## config.mk

```make
export PLATFORM = sky130hd
export DESIGN_NAME = bech32_address_encoder
export DESIGN_NICKNAME = d
export VERILOG_FILES = /design/src/sv/b32_pkg.sv /design/src/sv/bech32_address_encoder.sv /design/src/sv/b32_front.sv /design/src/sv/b32_queue.sv /design/src/sv/b32_back.sv
export SDC_FILE = /design/constraint.sdc
export NUM_CORES = 1
export LEC_CHECK = 0
export BUFFER_PORTS_ARGS = -buffer_cell sky130_fd_sc_hd__buf_2
export CAP_MARGIN = 30
export CORE_MARGIN = 2
export CORE_UTILIZATION = 56
export CTS_CLUSTER_SIZE = 30
export DETAILED_ROUTE_END_ITERATION = 6
export GPL_TIMING_DRIVEN = 0
export PLACE_DENSITY_LB_ADDON = 0.15
export SYNTH_ARGS = -nofsm -noshare
export SYNTH_HDL_FRONTEND = slang
export SYNTH_HIERARCHICAL = 1
export SYNTH_SLANG_ARGS = --single-unit
```

## constraint.sdc

```tcl
create_clock -name clk -period 4.2 [get_ports clk]
set_input_delay 0.21 -clock clk [delete_from_list [all_inputs] [get_ports clk]]
set_output_delay 0.21 -clock clk [all_outputs]
set_load 0.005 [all_outputs]
```

## src/sv/b32_pkg.sv

```systemverilog
`timescale 1ns / 1ps
package b32_pkg;

  // widths of the address fields
  localparam int CHAR_W  = 7;
  localparam int GROUP_W = 5;
  localparam int CHK_W   = 30;
  localparam int CFG_W   = 7;
  localparam int CFG_IDX_W = 2;

  // default length of one witness program and depth of the op queue
  localparam int PROGRAM_BYTES_DEF = 20;
  localparam int QUEUE_DEPTH_DEF   = 4;

  // configuration register indexes
  localparam logic [CFG_IDX_W-1:0] CFG_PREFIX_FIRST  = 2'd0;
  localparam logic [CFG_IDX_W-1:0] CFG_PREFIX_SECOND = 2'd1;
  localparam logic [CFG_IDX_W-1:0] CFG_VERSION       = 2'd2;

  // reset values of the registers
  localparam logic [CHAR_W-1:0]  PREFIX_FIRST_RST  = 7'd98;
  localparam logic [CHAR_W-1:0]  PREFIX_SECOND_RST = 7'd99;
  localparam logic [GROUP_W-1:0] VERSION_RST       = 5'd0;

  // separator character and checksum constants
  localparam logic [CHAR_W-1:0] CHAR_SEPARATOR = 7'h31;
  localparam logic [CHK_W-1:0]  CHK_INIT       = 30'd1;
  localparam logic [CHK_W-1:0]  CHK_FINAL_XOR  = 30'd1;
  localparam logic [CHK_W-1:0]  GEN [0:4] = '{
    30'h3b6a57b2, 30'h26508e6d, 30'h1ea119fa, 30'h3d4233dd, 30'h2a1462b3
  };

  // one operation for the checksum and output side
  typedef struct packed {
    logic                feed;   // fold fval into the checksum
    logic [GROUP_W-1:0]  fval;
    logic                emit;   // send ch as an output character
    logic [CHAR_W-1:0]   ch;
    logic                check;  // close the checksum and send it
  } b32_op_t;

  // one polymod step
  function automatic logic [CHK_W-1:0] b32_feed(input logic [CHK_W-1:0] chk,
                                                input logic [GROUP_W-1:0] v);
    logic [GROUP_W-1:0] top;
    logic [CHK_W-1:0]   c;
    top = chk[CHK_W-1:CHK_W-GROUP_W];
    c = {chk[CHK_W-GROUP_W-1:0], v};
    for (int i = 0; i < GROUP_W; i++) begin
      if (top[i]) begin
        c = c ^ GEN[i];
      end
    end
    return c;
  endfunction

  // group to ascii character
  function automatic logic [CHAR_W-1:0] b32_alpha(input logic [GROUP_W-1:0] g);
    logic [CHAR_W-1:0] ch;
    unique case (g)
      5'd0:  ch = 7'h71; 5'd1:  ch = 7'h70; 5'd2:  ch = 7'h7a; 5'd3:  ch = 7'h72;
      5'd4:  ch = 7'h79; 5'd5:  ch = 7'h39; 5'd6:  ch = 7'h78; 5'd7:  ch = 7'h38;
      5'd8:  ch = 7'h67; 5'd9:  ch = 7'h66; 5'd10: ch = 7'h32; 5'd11: ch = 7'h74;
      5'd12: ch = 7'h76; 5'd13: ch = 7'h64; 5'd14: ch = 7'h77; 5'd15: ch = 7'h30;
      5'd16: ch = 7'h73; 5'd17: ch = 7'h33; 5'd18: ch = 7'h6a; 5'd19: ch = 7'h6e;
      5'd20: ch = 7'h35; 5'd21: ch = 7'h34; 5'd22: ch = 7'h6b; 5'd23: ch = 7'h68;
      5'd24: ch = 7'h63; 5'd25: ch = 7'h65; 5'd26: ch = 7'h36; 5'd27: ch = 7'h6d;
      5'd28: ch = 7'h75; 5'd29: ch = 7'h61; 5'd30: ch = 7'h37; 5'd31: ch = 7'h6c;
      default: ch = 7'h71;
    endcase
    return ch;
  endfunction

endpackage

```

## src/sv/bech32_address_encoder.sv

```systemverilog
`timescale 1ns / 1ps
// channel   direction  handshake            payload
// input     in         in_valid / in_stall  program_byte
// output    out        out_valid/out_stall  address_char, char_last
// config    in         cfg_write            cfg_index, cfg_data
//
// one op a cycle leaves the queue, unless the checksum is being closed or an
// emitting op waits on out_stall; a 20-byte program makes 39 ops (six header
// ops on the first byte, 32 groups, one close), and after the last byte the
// checksum is closed with six zero feeds, then six characters.
// rst is synchronous and clears the sequencers, queue and checksum; no sweep.
// out_stall only holds the back side; bytes keep entering until the queue fills.
module bech32_address_encoder import b32_pkg::*; #(
  parameter int PROGRAM_BYTES = PROGRAM_BYTES_DEF,
  parameter int QUEUE_DEPTH   = QUEUE_DEPTH_DEF
) (
  input  logic                 clk,
  input  logic                 rst,
  input  logic                 cfg_write,
  input  logic [CFG_IDX_W-1:0] cfg_index,
  input  logic [CFG_W-1:0]     cfg_data,
  input  logic                 in_valid,
  output logic                 in_stall,
  input  logic [7:0]           program_byte,
  output logic                 out_valid,
  input  logic                 out_stall,
  output logic [CHAR_W-1:0]    address_char,
  output logic                 char_last
);

  logic [CHAR_W-1:0]  prefix_first;
  logic [CHAR_W-1:0]  prefix_second;
  logic [GROUP_W-1:0] version;

  logic    q_full;
  logic    push;
  b32_op_t push_op;
  logic    pop;
  logic    q_valid;
  b32_op_t head;

  // configuration registers
  always_ff @(posedge clk) begin
    if (rst) begin
      prefix_first  <= PREFIX_FIRST_RST;
      prefix_second <= PREFIX_SECOND_RST;
      version       <= VERSION_RST;
    end else if (cfg_write) begin
      unique case (cfg_index)
        CFG_PREFIX_FIRST:  prefix_first  <= cfg_data;
        CFG_PREFIX_SECOND: prefix_second <= cfg_data;
        CFG_VERSION:       version       <= cfg_data[GROUP_W-1:0];
        default: ;
      endcase
    end
  end

  // byte regrouping and op generation
  b32_front #(
    .PROGRAM_BYTES(PROGRAM_BYTES)
  ) u_front (
    .clk          (clk),
    .rst          (rst),
    .in_valid     (in_valid),
    .in_stall     (in_stall),
    .program_byte (program_byte),
    .prefix_first (prefix_first),
    .prefix_second(prefix_second),
    .version      (version),
    .q_full       (q_full),
    .push         (push),
    .push_op      (push_op)
  );

  // op queue between the two sides
  b32_queue #(
    .DEPTH(QUEUE_DEPTH)
  ) u_queue (
    .clk    (clk),
    .rst    (rst),
    .push   (push),
    .push_op(push_op),
    .full   (q_full),
    .pop    (pop),
    .q_valid(q_valid),
    .head   (head)
  );

  // checksum and character output
  b32_back u_back (
    .clk         (clk),
    .rst         (rst),
    .q_valid     (q_valid),
    .head        (head),
    .pop         (pop),
    .out_valid   (out_valid),
    .out_stall   (out_stall),
    .address_char(address_char),
    .char_last   (char_last)
  );

endmodule

```

## src/sv/b32_front.sv

```systemverilog
`timescale 1ns / 1ps
module b32_front import b32_pkg::*; #(
  parameter int PROGRAM_BYTES = PROGRAM_BYTES_DEF
) (
  input  logic               clk,
  input  logic               rst,
  input  logic               in_valid,
  output logic               in_stall,
  input  logic [7:0]         program_byte,
  input  logic [CHAR_W-1:0]  prefix_first,
  input  logic [CHAR_W-1:0]  prefix_second,
  input  logic [GROUP_W-1:0] version,
  input  logic               q_full,
  output logic               push,
  output b32_op_t            push_op
);

  localparam int CNT_W = (PROGRAM_BYTES > 2) ? $clog2(PROGRAM_BYTES) : 1;
  localparam logic [CNT_W-1:0] LAST_BYTE = CNT_W'(PROGRAM_BYTES - 1);

  typedef enum logic [2:0] {PH_IDLE, PH_HDR, PH_GRP, PH_PAD, PH_CHK} phase_t;

  phase_t             phase;
  logic [2:0]         hdr_idx;
  logic [11:0]        acc;
  logic [3:0]         nbits;
  logic               is_last;
  logic [CNT_W-1:0]   bytes_seen;
  logic [CHAR_W-1:0]  c1;
  logic [CHAR_W-1:0]  c2;
  logic [GROUP_W-1:0] ver;

  logic               ready;
  logic               accept;
  logic [3:0]         grp_after;
  logic               grp_done;
  logic [3:0]         left_n;
  logic [11:0]        grp_shift;
  logic [GROUP_W-1:0] grp_val;
  logic [8:0]         pad_shift;
  logic [GROUP_W-1:0] pad_val;

  // grouping arithmetic
  assign push      = (phase != PH_IDLE) && !q_full;
  assign grp_after = nbits - 4'd5;
  assign grp_done  = grp_after < 4'd5;
  assign left_n    = (phase == PH_GRP) ? grp_after : nbits;
  assign grp_shift = acc >> grp_after;
  assign grp_val   = grp_shift[GROUP_W-1:0];
  assign pad_shift = {5'd0, acc[3:0]} << (4'd5 - nbits);
  assign pad_val   = pad_shift[GROUP_W-1:0];

  // input is taken when idle or on the last push of the current byte
  always_comb begin
    ready = (phase == PH_IDLE) ||
            (push && (phase == PH_GRP) && grp_done && !is_last) ||
            (push && (phase == PH_CHK));
  end
  assign in_stall = !ready;
  assign accept   = in_valid && ready;

  // operation for the current step
  always_comb begin
    push_op = '0;
    unique case (phase)
      PH_HDR: begin
        push_op.feed = 1'b1;
        unique case (hdr_idx)
          3'd0: begin
            push_op.fval = {3'd0, c1[6:5]};
            push_op.emit = 1'b1;
            push_op.ch   = c1;
          end
          3'd1: begin
            push_op.fval = {3'd0, c2[6:5]};
            push_op.emit = 1'b1;
            push_op.ch   = c2;
          end
          3'd2: begin
            push_op.fval = '0;
            push_op.emit = 1'b1;
            push_op.ch   = CHAR_SEPARATOR;
          end
          3'd3: begin
            push_op.fval = c1[4:0];
            push_op.emit = 1'b1;
            push_op.ch   = b32_alpha(ver);
          end
          3'd4: push_op.fval = c2[4:0];
          default: push_op.fval = ver;
        endcase
      end
      PH_GRP: begin
        push_op.feed = 1'b1;
        push_op.fval = grp_val;
        push_op.emit = 1'b1;
        push_op.ch   = b32_alpha(grp_val);
      end
      PH_PAD: begin
        push_op.feed = 1'b1;
        push_op.fval = pad_val;
        push_op.emit = 1'b1;
        push_op.ch   = b32_alpha(pad_val);
      end
      PH_CHK: push_op.check = 1'b1;
      default: push_op = '0;
    endcase
  end

  // sequencer state
  always_ff @(posedge clk) begin
    if (rst) begin
      phase      <= PH_IDLE;
      hdr_idx    <= '0;
      nbits      <= '0;
      is_last    <= 1'b0;
      bytes_seen <= '0;
    end else begin
      // steps of the byte in progress
      if (push) begin
        unique case (phase)
          PH_HDR: begin
            hdr_idx <= hdr_idx + 3'd1;
            if (hdr_idx == 3'd5) begin
              phase <= PH_GRP;
            end
          end
          PH_GRP: begin
            nbits <= grp_after;
            if (grp_done) begin
              if (!is_last) begin
                phase <= PH_IDLE;
              end else if (grp_after != 4'd0) begin
                phase <= PH_PAD;
              end else begin
                phase <= PH_CHK;
              end
            end
          end
          PH_PAD: begin
            nbits <= '0;
            phase <= PH_CHK;
          end
          PH_CHK: phase <= PH_IDLE;
          default: phase <= PH_IDLE;
        endcase
      end
      // new byte transaction
      if (accept) begin
        acc     <= {acc[3:0], program_byte};
        nbits   <= left_n + 4'd8;
        is_last <= (bytes_seen == LAST_BYTE);
        if (bytes_seen == LAST_BYTE) begin
          bytes_seen <= '0;
        end else begin
          bytes_seen <= bytes_seen + CNT_W'(1);
        end
        if (bytes_seen == '0) begin
          c1      <= prefix_first;
          c2      <= prefix_second;
          ver     <= version;
          hdr_idx <= '0;
          phase   <= PH_HDR;
        end else begin
          phase <= PH_GRP;
        end
      end
    end
  end

`ifndef NO_ASSERTIONS
  a_idle_leftover: assert property (@(posedge clk) disable iff (rst)
    (phase == PH_IDLE) |-> (nbits <= 4'd4))
    else $error("leftover count too large while idle");
  a_accept_busy: assert property (@(posedge clk) disable iff (rst)
    accept |=> (phase == PH_HDR || phase == PH_GRP))
    else $error("accepted byte not being worked on");
  a_pad_state: assert property (@(posedge clk) disable iff (rst)
    (phase == PH_PAD) |-> (nbits != 4'd0 && nbits < 4'd5 && is_last))
    else $error("padding group outside last byte");
`endif

endmodule

```

## src/sv/b32_queue.sv

```systemverilog
`timescale 1ns / 1ps
module b32_queue import b32_pkg::*; #(
  parameter int DEPTH = QUEUE_DEPTH_DEF
) (
  input  logic    clk,
  input  logic    rst,
  input  logic    push,
  input  b32_op_t push_op,
  output logic    full,
  input  logic    pop,
  output logic    q_valid,
  output b32_op_t head
);

  localparam int PTR_W = (DEPTH > 2) ? $clog2(DEPTH) : 1;
  localparam int CNT_W = $clog2(DEPTH + 1);
  localparam logic [PTR_W-1:0] PTR_LAST = PTR_W'(DEPTH - 1);
  localparam logic [CNT_W-1:0] CNT_FULL = CNT_W'(DEPTH);

  b32_op_t          mem [DEPTH];
  logic [PTR_W-1:0] wr_ptr;
  logic [PTR_W-1:0] rd_ptr;
  logic [CNT_W-1:0] count;

  assign full    = (count == CNT_FULL);
  assign q_valid = (count != '0);
  assign head    = mem[rd_ptr];

  // entry storage
  always_ff @(posedge clk) begin
    if (push) begin
      mem[wr_ptr] <= push_op;
    end
  end

  // pointers and fill level
  always_ff @(posedge clk) begin
    if (rst) begin
      wr_ptr <= '0;
      rd_ptr <= '0;
      count  <= '0;
    end else begin
      if (push) begin
        wr_ptr <= (wr_ptr == PTR_LAST) ? '0 : wr_ptr + PTR_W'(1);
      end
      if (pop) begin
        rd_ptr <= (rd_ptr == PTR_LAST) ? '0 : rd_ptr + PTR_W'(1);
      end
      if (push && !pop) begin
        count <= count + CNT_W'(1);
      end else if (pop && !push) begin
        count <= count - CNT_W'(1);
      end
    end
  end

endmodule

```

## src/sv/b32_back.sv

```systemverilog
`timescale 1ns / 1ps
module b32_back import b32_pkg::*; (
  input  logic              clk,
  input  logic              rst,
  input  logic              q_valid,
  input  b32_op_t           head,
  output logic              pop,
  output logic              out_valid,
  input  logic              out_stall,
  output logic [CHAR_W-1:0] address_char,
  output logic              char_last
);

  typedef enum logic [1:0] {B_RUN, B_ZERO, B_OUT} bstate_t;

  bstate_t            state;
  logic [2:0]         cnt;
  logic [CHK_W-1:0]   chk;

  logic               out_free;
  logic [CHK_W-1:0]   chk_x;
  logic [GROUP_W-1:0] sym;

  assign out_free = !out_valid || !out_stall;
  assign chk_x    = chk ^ CHK_FINAL_XOR;

  // checksum symbol, most significant first
  always_comb begin
    unique case (cnt)
      3'd0: sym = chk_x[29:25];
      3'd1: sym = chk_x[24:20];
      3'd2: sym = chk_x[19:15];
      3'd3: sym = chk_x[14:10];
      3'd4: sym = chk_x[9:5];
      default: sym = chk_x[4:0];
    endcase
  end

  // take the head op in the run state when it needs no output slot or the slot is free
  always_comb begin
    pop = (state == B_RUN) && q_valid && (head.check || !head.emit || out_free);
  end

  // checksum, sequencer and output register
  always_ff @(posedge clk) begin
    if (rst) begin
      state     <= B_RUN;
      cnt       <= '0;
      chk       <= CHK_INIT;
      out_valid <= 1'b0;
    end else begin
      if (out_free) begin
        out_valid <= 1'b0;
      end
      unique case (state)
        B_RUN: begin
          if (pop) begin
            if (head.check) begin
              state <= B_ZERO;
              cnt   <= '0;
            end else begin
              if (head.feed) begin
                chk <= b32_feed(chk, head.fval);
              end
              if (head.emit) begin
                out_valid    <= 1'b1;
                address_char <= head.ch;
                char_last    <= 1'b0;
              end
            end
          end
        end
        B_ZERO: begin
          chk <= b32_feed(chk, '0);
          if (cnt == 3'd5) begin
            state <= B_OUT;
            cnt   <= '0;
          end else begin
            cnt <= cnt + 3'd1;
          end
        end
        B_OUT: begin
          if (out_free) begin
            out_valid    <= 1'b1;
            address_char <= b32_alpha(sym);
            char_last    <= (cnt == 3'd5);
            if (cnt == 3'd5) begin
              chk   <= CHK_INIT;
              state <= B_RUN;
              cnt   <= '0;
            end else begin
              cnt <= cnt + 3'd1;
            end
          end
        end
        default: state <= B_RUN;
      endcase
    end
  end

`ifndef NO_ASSERTIONS
  a_no_pop_busy: assert property (@(posedge clk) disable iff (rst)
    (state != B_RUN) |-> !pop)
    else $error("op taken while closing checksum");
  a_chk_restart: assert property (@(posedge clk) disable iff (rst)
    (state == B_OUT && out_free && cnt == 3'd5) |=> (chk == CHK_INIT && state == B_RUN))
    else $error("checksum not restarted after last character");
  a_check_start: assert property (@(posedge clk) disable iff (rst)
    (pop && head.check) |=> (state == B_ZERO && cnt == 3'd0))
    else $error("checksum close did not start");
`endif

endmodule
```

# Yosys cells after proc, flatten, opt, wreduce, memory -nomap -nowiden

Memories as Yosys holds them, arrays and structs flattened. A register that Yosys moved wholly into a read port is not among the register bits.
Index checks and enable logic that the tools add are counted.

Add/sub/neg operators: 10
Magnitude comparators: 1
Eq/ne operators: 32
Shifts and indexed selects: 2
Multiplexer cells: 102
Bitwise gates (word level): 12
Reductions and logical operators: 48

Operators with widths:

| operator           | count |
|---|---|
| $mux 30            | 41 |
| $pmux 30 s3        | 1 |
| $mux 29            | 2 |
| $pmux 5 s5         | 2 |
| $mux 3             | 16 |
| $pmux 14 s3        | 1 |
| $not 18->18        | 2 |
| $not 17->17        | 2 |
| $not 16->16        | 2 |
| $pmux 8 s4         | 1 |
| $mux 7             | 4 |
| $not 14->14        | 2 |
| $not 13->13        | 2 |
| $mux 2             | 10 |
| $eq 3x2->1 const B | 6 |
| $eq 3x3->1 const B | 6 |
| $pmux 3 s3         | 2 |
| $pmux 7 s2         | 1 |
| $mux 1             | 12 |
| $mux 4             | 3 |
| $reduce_and 6->1   | 2 |
| $reduce_bool 3->1  | 4 |
| $shr 12x4->5       | 1 |
| $logic_and 1x1->1  | 10 |
| other kinds (32)   | 72 |

Flip-flop bits (word level): 117
RAM bits: 60
ROM bits: 768
Input bits: 22
Logic and storage cells: 233
Memories: 5

Memory list:

| memory          | words | bits a word | rd ports | clocked after memory_dff | write ports | line            | source |
|---|---|---|---|---|---|---|---|
| (no name shown) | 32    | 6           | 1        | 0                        | 0           | b32_pkg.sv:60   | `unique case (g)` |
| (no name shown) | 32    | 6           | 1        | 1                        | 0           | b32_pkg.sv:60   |  |
| (no name shown) | 32    | 6           | 1        | 0                        | 0           | b32_pkg.sv:60   |  |
| (no name shown) | 32    | 6           | 1        | 0                        | 0           | b32_pkg.sv:60   |  |
| u_queue.mem     | 4     | 15          | 1        | 1                        | 1           | b32_queue.sv:20 | `b32_op_t mem [DEPTH];` |

# Depth between registers and ports, before layout

Word-level depth: 34
Gate-level depth with buffers: 13
Mapped depth without buffers: 11

# Hierarchy

Netlist, hierarchy kept.

By module, submodules not included:

| module                 | times used | cells each | area each (µm²) | seq. area each (µm²) |
|---|---|---|---|---|
| b32_front              | 1          | 449        | 4,182.8         | 1,371.3 |
| b32_back               | 1          | 349        | 2,892.8         | 960.9 |
| b32_queue              | 1          | 122        | 2,636.3         | 1,981.9 |
| bech32_address_encoder | 1          | 75         | 783.3           | 380.4 |

# Worst setup path before layout

Ideal clock, no wire load.

Kind: register to register
From: register u_front.nbits[1]
To: memory u_queue/mem[0][3] in the netlist's numbering, data pin
Setup time: 275 ps
Arrival: 2,650 ps
Data required time: 3,925 ps
Path slack: 1,275 ps
Stages on the path, launching flop included: 12
Clock period less this slack: 2,925 ps
Cell sequence: dfxtp_1 > clkbuf_1 > inv_1 > ha_1 > buf_2 > mux4_2 > mux2i_1 > mux2_2 > nor2_1 > maj3_1 > a21oi_1 > o211ai_2

RTL lines:

| item                   | line             | source |
|---|---|---|
| start, declared        | b32_front.sv:26  | `logic [3:0] nbits;` |
| start signal, assigned | b32_front.sv:129 | `nbits <= grp_after;` |
| start signal, assigned | b32_front.sv:151 | `nbits <= left_n + 4'd8;` |
| end, declared          | b32_queue.sv:20  |  |

==> impl_metrics.yaml <==
run_status:
  status: "finished clean"
clock_tree:
  htreeDepth: 4
  hold_buffers: 8
  cts_buffers: 17
  root_buffer: "clkbuf_16"
  cts.path.max_buffers: 2
  numClockSinks: 185
  ctsResizeCount: 0
  clock_latency_ns: 0.43
  post_cts_buffers: 0
  cts_tree: "yes"
  cts.clk_slew.worst_paths_ns: 0.07
critical_path:
  worstPathRequired_ns: 4.34
  cp-start-kind: "flip-flop"
  rr_worst_depth: 11
  reg2reg_to: "u_queue/mem[3][3]"
  cp.arrival_ns: 3.54
  worstSetupEndpointType: "flip-flop"
  cp_max_fo: 10
  crit_buf_inv: 4
  critical-path-max-stage-delay_ns: 0.53
  r2r-start: "u_front/nbits[1]"
  cp_top_family: "buffers and inverters"
  r2r_setup_slack_ns: 0.79
  crit_chain: "clkbuf_1 > inv_1 > ha_1 > buf_2 > mux4_2 > mux2i_1 > mux2i_1 > buf_2 > maj3_1 > a21oi_1 > o211ai_2"
  cp_slowest_cell: "mux4_2"
  path_class: "reg -> reg"
min_path:
  holdPathStages: 3
  hp-class: "in -> reg"
  hold_start: "cfg_data[6]"
  hold_end: "prefix_first[6]"
synth:
  synth-seq-area-share: 0.447
  synthCells: 995
  ys_seq_elements: 185
  synth_edf_count: 99
  synth_nets: 1041
  yosysWarningCount: 6
  synth.cell_area_sq_mm: 0.0105
  ys.flop_type: "edfxtp_1"
  synth_cell_types: 106
  postSynthAreaPerCell_sq_um: 10.5
  async_flop_share: 0
placement:
  dpl.cell_count: 1261
  gp_congestion: 0.887
  numPortBuffers: 31
  hpwl_mm: 17.1
  dpl_cell_area_sq_mm: 0.0109
routing:
  drt_pass1_iterations: 6
  totalWireLength_mm: 23.9
  vias_per_cell: 6.09
  wire_per_inst_um: 18.3
  vias: 7928
  ant_nets: 0
  post-route-drc-count: 0
  drt-initial-drc-count: 769
sta:
  setup_violations: 0
  layout_min_cycle_time_ns: 3.41
  fin_crit_sh: 0.811
  skew_ns: 0.0126
  rsz0062_at_grt: "no"
  hold_viol: 0
  worst_pin_slew_ns: 1.05
  fmax_mhz: 293
  finalMaxSlewViolations: 0
  relSlewSlack: 0.297
  fin_tns_setup_ns: 0
floorplan:
  core_sq_mm: 0.0185
  ios: 32
  rows: 50
  die_area_sq_mm: 0.0199
  initial_core_util: 0.567
  die_y_um: 141
  fp.dieW_um: 141
cells_and_area:
  drive_gt1_frac: 0.158
  syn_to_final_growth_pct: 10.7
  antenna_cells: 0
  fill_cells: 1526
  stdcell_area_sq_mm: 0.0116
  final_cell_mix: "edfxtp_1, nor2_1, dfxtp_1, a21oi_1, nand2_1"
  num-nets-final: 1101
  finalNonFillerCells: 1302
  final_common_cell: "edfxtp_1"
grt:
  overflow: 0
  grt_pass1_wl_mm: 39.0
  grt_max_degree: 29
  grt_pass1_vias: 7548
  antenna_found_initial: 0
  grt_util_all_layers: 0.248
pwr:
  finalPower_mw: 7.71
  leakage_nw: 4.38
  p_per_area_mw_per_mm2: 664
  vdd_drop_max_uv: 357
run:
  drv_cap: 0
==> flip-flops by register name, summed over array words and instances, names as in the netlist, 4 cells and up, named ones only <==
name	count
u_front/ver	5
u_back/chk	30
u_front/bytes_seen	5
u_front/c2	7
u_back/address_char	7
u_front/c1	7
u_front/acc	12
prefix_second	7
prefix_first	7
version	5
u_queue/mem	60
u_front/nbits	4
==> cell type report <==
cell class,instances,area [sq um],area share
plain buffers,61,363,0.0312
repair buffers,41,254,0.0219
well taps,234,293,0.0252
multi-input cells,719,5320,0.458
clock buffers,22,495,0.0426
flip-flops and latches,185,4690,0.404
inverters,30,118,0.0101
clock inverters,10,81.3,0.00700
==> where the power goes <==
group | total [mW] | internal [mW] | leakage (nW) | switching [mW]
logic | 3.53 | 1.35 | 2.48 | 2.18
registers | 2.61 | 2.40 | 1.61 | 0.212
clock network | 1.56 | 0.855 | 0.288 | 0.710
==> worst max path at each step <==
stage / start / end / cells past startpoint
floorplan: u_front/nbits[1] / u_queue/mem[0][3] / 11
global placement: u_front/nbits[1] / u_queue/mem[0][3] / 11
detailed placement: u_front/nbits[1] / u_queue/mem[0][3] / 11
CTS: u_front/nbits[1] / u_queue/mem[3][3] / 11
global route: u_front/nbits[1] / u_queue/mem[2][3] / 11
finish: u_front/nbits[1] / u_queue/mem[3][3] / 11
==> per-stage QoR <==
stage               hold slack (ns)   util  setup WS (ns)
floorplan                     0.279      -           1.27
global placement              0.386  0.591          0.845
detailed placement            0.388  0.591          0.806
CTS                          0.0378  0.627          0.785
global route                 0.0525  0.627          0.586
finish                       0.0517  0.627          0.793
==> cells in the mapped netlist (25+ instances only) <==
library cell	count	area share
xnor2_1	25	0.021
nand3_1	38	0.018
a21oi_1	79	0.038
inv_1	28	0.010
nand2b_1	27	0.016
mux2i_1	45	0.043
xor2_1	31	0.026
edfxtp_1	99	0.28
nand2_1	68	0.024
nor2_1	90	0.032
clkbuf_1	28	0.010
dfxtp_1	86	0.16
==> logic make-up (layout without fill, tap and decap cells) <==
group | Yosys count | after routing | share of synthesized area
flip-flops | 185 | 185 | 0.447
XOR/XNOR | 60 | 60 | 0.0529
buffers and inverters | 91 | 164 | 0.0458
AO/OA/AOI/OAI | 231 | 231 | 0.156
adder cells (fa/ha/maj) | 26 | 26 | 0.0314
multiplexers | 79 | 79 | 0.108
AND/OR/NAND/NOR | 323 | 323 | 0.158
==> worst reg2reg max path: stages (launching register included) <==
cell and delay [ns]:
dfxtp_1 0.35, clkbuf_1 0.31, inv_1 0.17, ha_1 0.30, buf_2 0.20, mux4_2 0.53, mux2i_1 0.16, mux2i_1 0.16
buf_2 0.23, maj3_1 0.36, a21oi_1 0.17, o211ai_2 0.17
==> routing by layer <==
| layer | wire, um | vias to the layer above | track usage |
|---|---|---|---|
| li1 | - | 3786 | - |
| met1 | 11000 | 3819 | 0.344 |
| met2 | 11200 | 280 | 0.403 |
| met3 | 1170 | 43 | 0.0425 |
| met4 | 459 | 0 | 0.0768 |
| met5 | 0 | - | 0 |
No activity file was read; power rests on OpenSTA's default activity.
